===== src/sv/apr_pkg.sv =====
// ----------------------------------------------------------------------------
// Aging page replacement package
// Shared types, field widths and default sizes for the frame table block.
// ----------------------------------------------------------------------------
package apr_pkg;

  localparam int NUM_FRAMES_DEF = 4096;
  localparam int AGE_BITS_DEF   = 8;

  localparam int CMD_W      = 2;
  localparam int IDX_W      = 12;
  localparam int ROOT_W     = 44;
  localparam int VA_W       = 39;
  localparam int PAGE_SHIFT = 12;
  localparam int VPN_W      = VA_W - PAGE_SHIFT;
  localparam int COUNT_W    = 13;

  typedef enum logic [CMD_W-1:0] {
    CMD_ADD    = 2'd0,
    CMD_REMOVE = 2'd1,
    CMD_AGE    = 2'd2,
    CMD_SELECT = 2'd3
  } cmd_t;

  // One classified command as it travels from the front end to the back end.
  typedef struct packed {
    cmd_t              cmd;
    logic              in_range;
    logic [IDX_W-1:0]  idx;
    logic [ROOT_W-1:0] root;
    logic [VPN_W-1:0]  vpn;
    logic              pte_ok;
    logic              acc;
  } item_t;

  typedef enum logic [2:0] {
    ST_CLEAR,
    ST_IDLE,
    ST_RMW,
    ST_SCAN,
    ST_DRAIN,
    ST_VICTIM
  } back_state_t;

endpackage


===== src/sv/apr_queue.sv =====
// ----------------------------------------------------------------------------
// Aging page replacement command queue
// Two-entry queue that decouples the front end from the back end.
// ----------------------------------------------------------------------------
module apr_queue (
  input  logic           clk,
  input  logic           rst_n,
  input  logic           push_valid,
  output logic           push_ready,
  input  apr_pkg::item_t push_item,
  output logic           pop_valid,
  input  logic           pop,
  output apr_pkg::item_t pop_item
);
  import apr_pkg::*;

  item_t      slot_r [2];
  logic       wr_ptr_r;
  logic       rd_ptr_r;
  logic [1:0] fill_r;

  assign push_ready = (fill_r != 2'd2);
  assign pop_valid  = (fill_r != 2'd0);
  assign pop_item   = slot_r[rd_ptr_r];

  always_ff @(posedge clk) begin
    if (!rst_n) begin
      wr_ptr_r <= 1'b0;
      rd_ptr_r <= 1'b0;
      fill_r   <= 2'd0;
    end else begin
      if (push_valid) begin
        wr_ptr_r <= ~wr_ptr_r;
      end
      if (pop) begin
        rd_ptr_r <= ~rd_ptr_r;
      end
      if (push_valid && !pop) begin
        fill_r <= fill_r + 2'd1;
      end else if (pop && !push_valid) begin
        fill_r <= fill_r - 2'd1;
      end
    end
  end

  always_ff @(posedge clk) begin
    if (push_valid) begin
      slot_r[wr_ptr_r] <= push_item;
    end
  end

endmodule


===== config.mk =====
export PLATFORM = sky130hd
export DESIGN_NAME = apr_queue
export DESIGN_NICKNAME = d
export VERILOG_FILES = /design/src/sv/apr_pkg.sv /design/src/sv/apr_queue.sv
export SDC_FILE = /design/constraint.sdc
export NUM_CORES = 1
export LEC_CHECK = 0
export BUFFER_PORTS_ARGS = -buffer_cell sky130_fd_sc_hd__buf_2
export CAP_MARGIN = 20
export CORE_AREA = 2 2 129 182
export CTS_BUF_LIST = sky130_fd_sc_hd__clkbuf_8 sky130_fd_sc_hd__clkbuf_16
export DETAILED_ROUTE_END_ITERATION = 12
export DIE_AREA = 0 0 131 184
export GPL_TIMING_DRIVEN = 0
export SYNTH_ARGS = -nofsm -noshare
export SYNTH_HDL_FRONTEND = slang
export SYNTH_SLANG_ARGS = --single-unit

===== constraint.sdc =====
create_clock -name clk -period 9.3 [get_ports clk]
set_clock_uncertainty 0.15 [all_clocks]
set_input_delay 0.465 -clock clk [delete_from_list [all_inputs] [get_ports clk]]
set_output_delay 0.465 -clock clk [all_outputs]
set_load 0.03 [all_outputs]

==> flow_summary.yaml <==
logic_synthesis:
  synth_top_area_cell: "edfxtp_1"
  synth_edf_count: 176
  synth_area_leaders: "edfxtp_1 (80%), mux2_2 (12%), mux2_4 (4.5%)"
  yosysMostFrequentCell: "edfxtp_1"
  ys_ff_latch: 181
  avgSynthCellArea_um2: 22.4
  synthArstFlopShare_pct: 0
  syn_area_mm2: 0.00665
  synthCells: 296
  synth_top_cell_area_share_pct: 79.5
  syn_nets: 389
  synth_common_cells: "edfxtp_1 (176), mux2_2 (68), mux2_4 (20)"
  ys_types: 18
  seq_area_frac_synth_pct: 81.0
  yosysWarningCount: 0
  synthFlopType: "edfxtp_1"
pwr:
  max-vdd-ir-drop_v: 0.000114
  swShare_pct: 23.0
  p_sw_mw: 0.460
  combPwrFrac_pct: 13.0
  p_seq_share_pct: 47.7
  power.density_mw_per_mm2: 231
  p_leak_nw: 3.28
  internal_power_mw: 1.54
  clockPowerShare_pct: 39.3
hold_path:
  min_from: "push_item[57]"
  hold_class: "input port to flop"
  holdPathStages: 1
  whs_endpoint: "slot_r[0][57]"
layout:
  layout-drive-gt1-share_pct: 60.9
  design_area_mm2: 0.00865
  n_antenna_cell: 0
  fin_util_pct: 38.7
  nFillCells: 2092
  area_growth_pct: 30.2
  layout.nets: 592
setup_path:
  reg2reg_slack_ns: 7.39
  start_kind: "flop"
  crit_fanout: 10
  crit_path_max_incr_delay_ns: 0.37
  reg2reg_depth: 2
  r2r_end: "slot_r[0][31]"
  path_buf_inv: 3
  critPathKind: "flop to output port"
  critPathTopFamily: "buffers and inverters"
  worstPathCellList: "buf_6, buf_2, mux2_2, buf_2"
  end_kind: "output port"
  critPathSlowestCell: "mux2_2"
  r2r-start: "wr_ptr_r"
  crit_top_cell: "buf_2"
  worstPathRequired_ns: 8.69
  arrival_ns: 1.75
  cp.depth: 4
cts:
  cts_root_buf: "clkbuf_16"
  cts_setup_buffers: 0
  cts_tree: "yes"
  numCtsBuffers: 17
  cts_buffer_depth: 2
  clk_pin_slew_worst_paths_ns: 0.07
  post_cts_resize_count: 0
  htree_levels: 4
  clk-insertion-delay-late_ns: 0.42
  cts.sinks: 181
  hold_buffers: 0
timing:
  whs_ns: 0.0795
  fmax_mhz: 422
  rsz0062_at_grt: "false"
  setup_viol: 0
  fin_tns_setup_ns: 0
  slew_viol_final: 0
  worstMarginPinSlew_ns: 0.981
  layout_min_cycle_time_ns: 2.37
  relSlewSlack_pct: 34.5
  timing_hold_violations_final: 0
  fin_crit_sh_pct: 25.5
floorplanning:
  ios: 182
  fp.coreArea_mm2: 0.0224
  die_h_um: 184
  rows: 65
  die-area_mm2: 0.0241
  die_x_um: 131
  start_util_pct: 29.7
routing:
  vias: 3376
  wire_per_inst_um: 16.1
  drcViolationCount: 0
  wl_um: 13100
  drt_first_pass_iters: 4
  ant_nets: 0
  drt-initial-drc-count: 142
  viasPerCell: 4.16
global_route:
  grt_pass1_wl_um: 19200
  grt_pass1_vias: 3667
  grt_max_degree: 46
  grtUsageTotal_pct: 10.9
  grt_overflow_total: 0
  antenna_found_initial: 3
run:
  drv_cap: 0
placed_design:
  dp_hpwl_um: 9060
  port_buffers: 181
  place_area_mm2: 0.00801
  gp_congestion: 0.693
run_status:
  outcome: "complete, no violations"
-- state kept, by name (all words and copies together), names as in the netlist, named ones only --
name,flops
slot_r,176
fill_r,2
wr_ptr_r,1
rd_ptr_r,1
-- cell usage in the layout, fill, tap and decap left out, types with 2 or more instances in the layout --
cell,netlist,routed
and2_1,4,3
inv_1,1,5
clkbuf_16,0,17
mux2_2,68,68
mux2_4,20,20
buf_2,6,187
xor2_1,2,2
buf_12,0,2
clkinvlp_4,0,2
edfxtp_1,176,176
bufinv_16,0,6
buf_6,4,4
dfxtp_1,5,5
-- worst max-delay path by stage --
stage / end / slack (ns)
floorplan: slot_r[0][0] / 4.27
global placement: slot_r[0][73] / 1.93
detailed placement: slot_r[0][74] / 7.06
CTS: pop_item[7] / 6.85
global route: pop_item[3] / 6.81
finish: pop_item[3] / 6.93
-- routing by layer --
layer / GRT usage (%) / up-vias / wire, µm
li1: - / 1572 / -
met1: 10.9 / 1681 / 4890
met2: 19.9 / 102 / 7200
met3: 4.48 / 15 / 775
met4: 4.09 / 6 / 184
met5: 0 / - / 39
-- cells by family after synthesis --
family,share of synthesized area [%]
adders and majority gates,0.188
buffers and inverters,1.19
DFF,81.0
AOI/OAI and AO/OA,0.301
and+or+nand+nor,0.847
xor gates and xnor gates,0.395
muxes,16.0
-- worst reg2reg max path: stages (launching register included) --
cell	delay, ns
dfxtp_1	0.34
nor2b_4	0.77
buf_12	0.31
-- area by class of cell --
cell class	count	area, µm²	share of cell area, %
Clock buffer	17	425	4.92
Inverter	1	3.75	0.0434
Timing Repair Buffer	184	973	11.3
Tap cell	301	377	4.35
Multi-Input combinational cell	104	1190	13.8
Sequential cell	181	5390	62.3
Buffer	10	75.1	0.868
Clock inverter	14	219	2.53
-- power groups by stage --
stage | registers [mW] | logic, mW | clock network [mW]
final | 0.952 | 0.259 | 0.785
after global routing | 0.956 | 0.277 | 0.839
after global placement | 0.975 | 0.255 | 0
after floorplan | 0.971 | 0.178 | 0
after detailed placement | 0.970 | 0.264 | 0
after CTS | 0.953 | 0.265 | 0.812
-- per-stage QoR --
| step | cells | worst slack [ns] | power (mW) |
|---|---|---|---|
| after floorplan | 296 | 4.27 | 1.15 |
| after global placement | 778 | 1.93 | 1.23 |
| after detailed placement | 781 | 7.06 | 1.23 |
| after CTS | 812 | 6.85 | 2.03 |
| after global routing | 812 | 6.81 | 2.07 |
| final | 812 | 6.93 | 2.00 |
No activity file was read; power rests on OpenSTA's default activity.
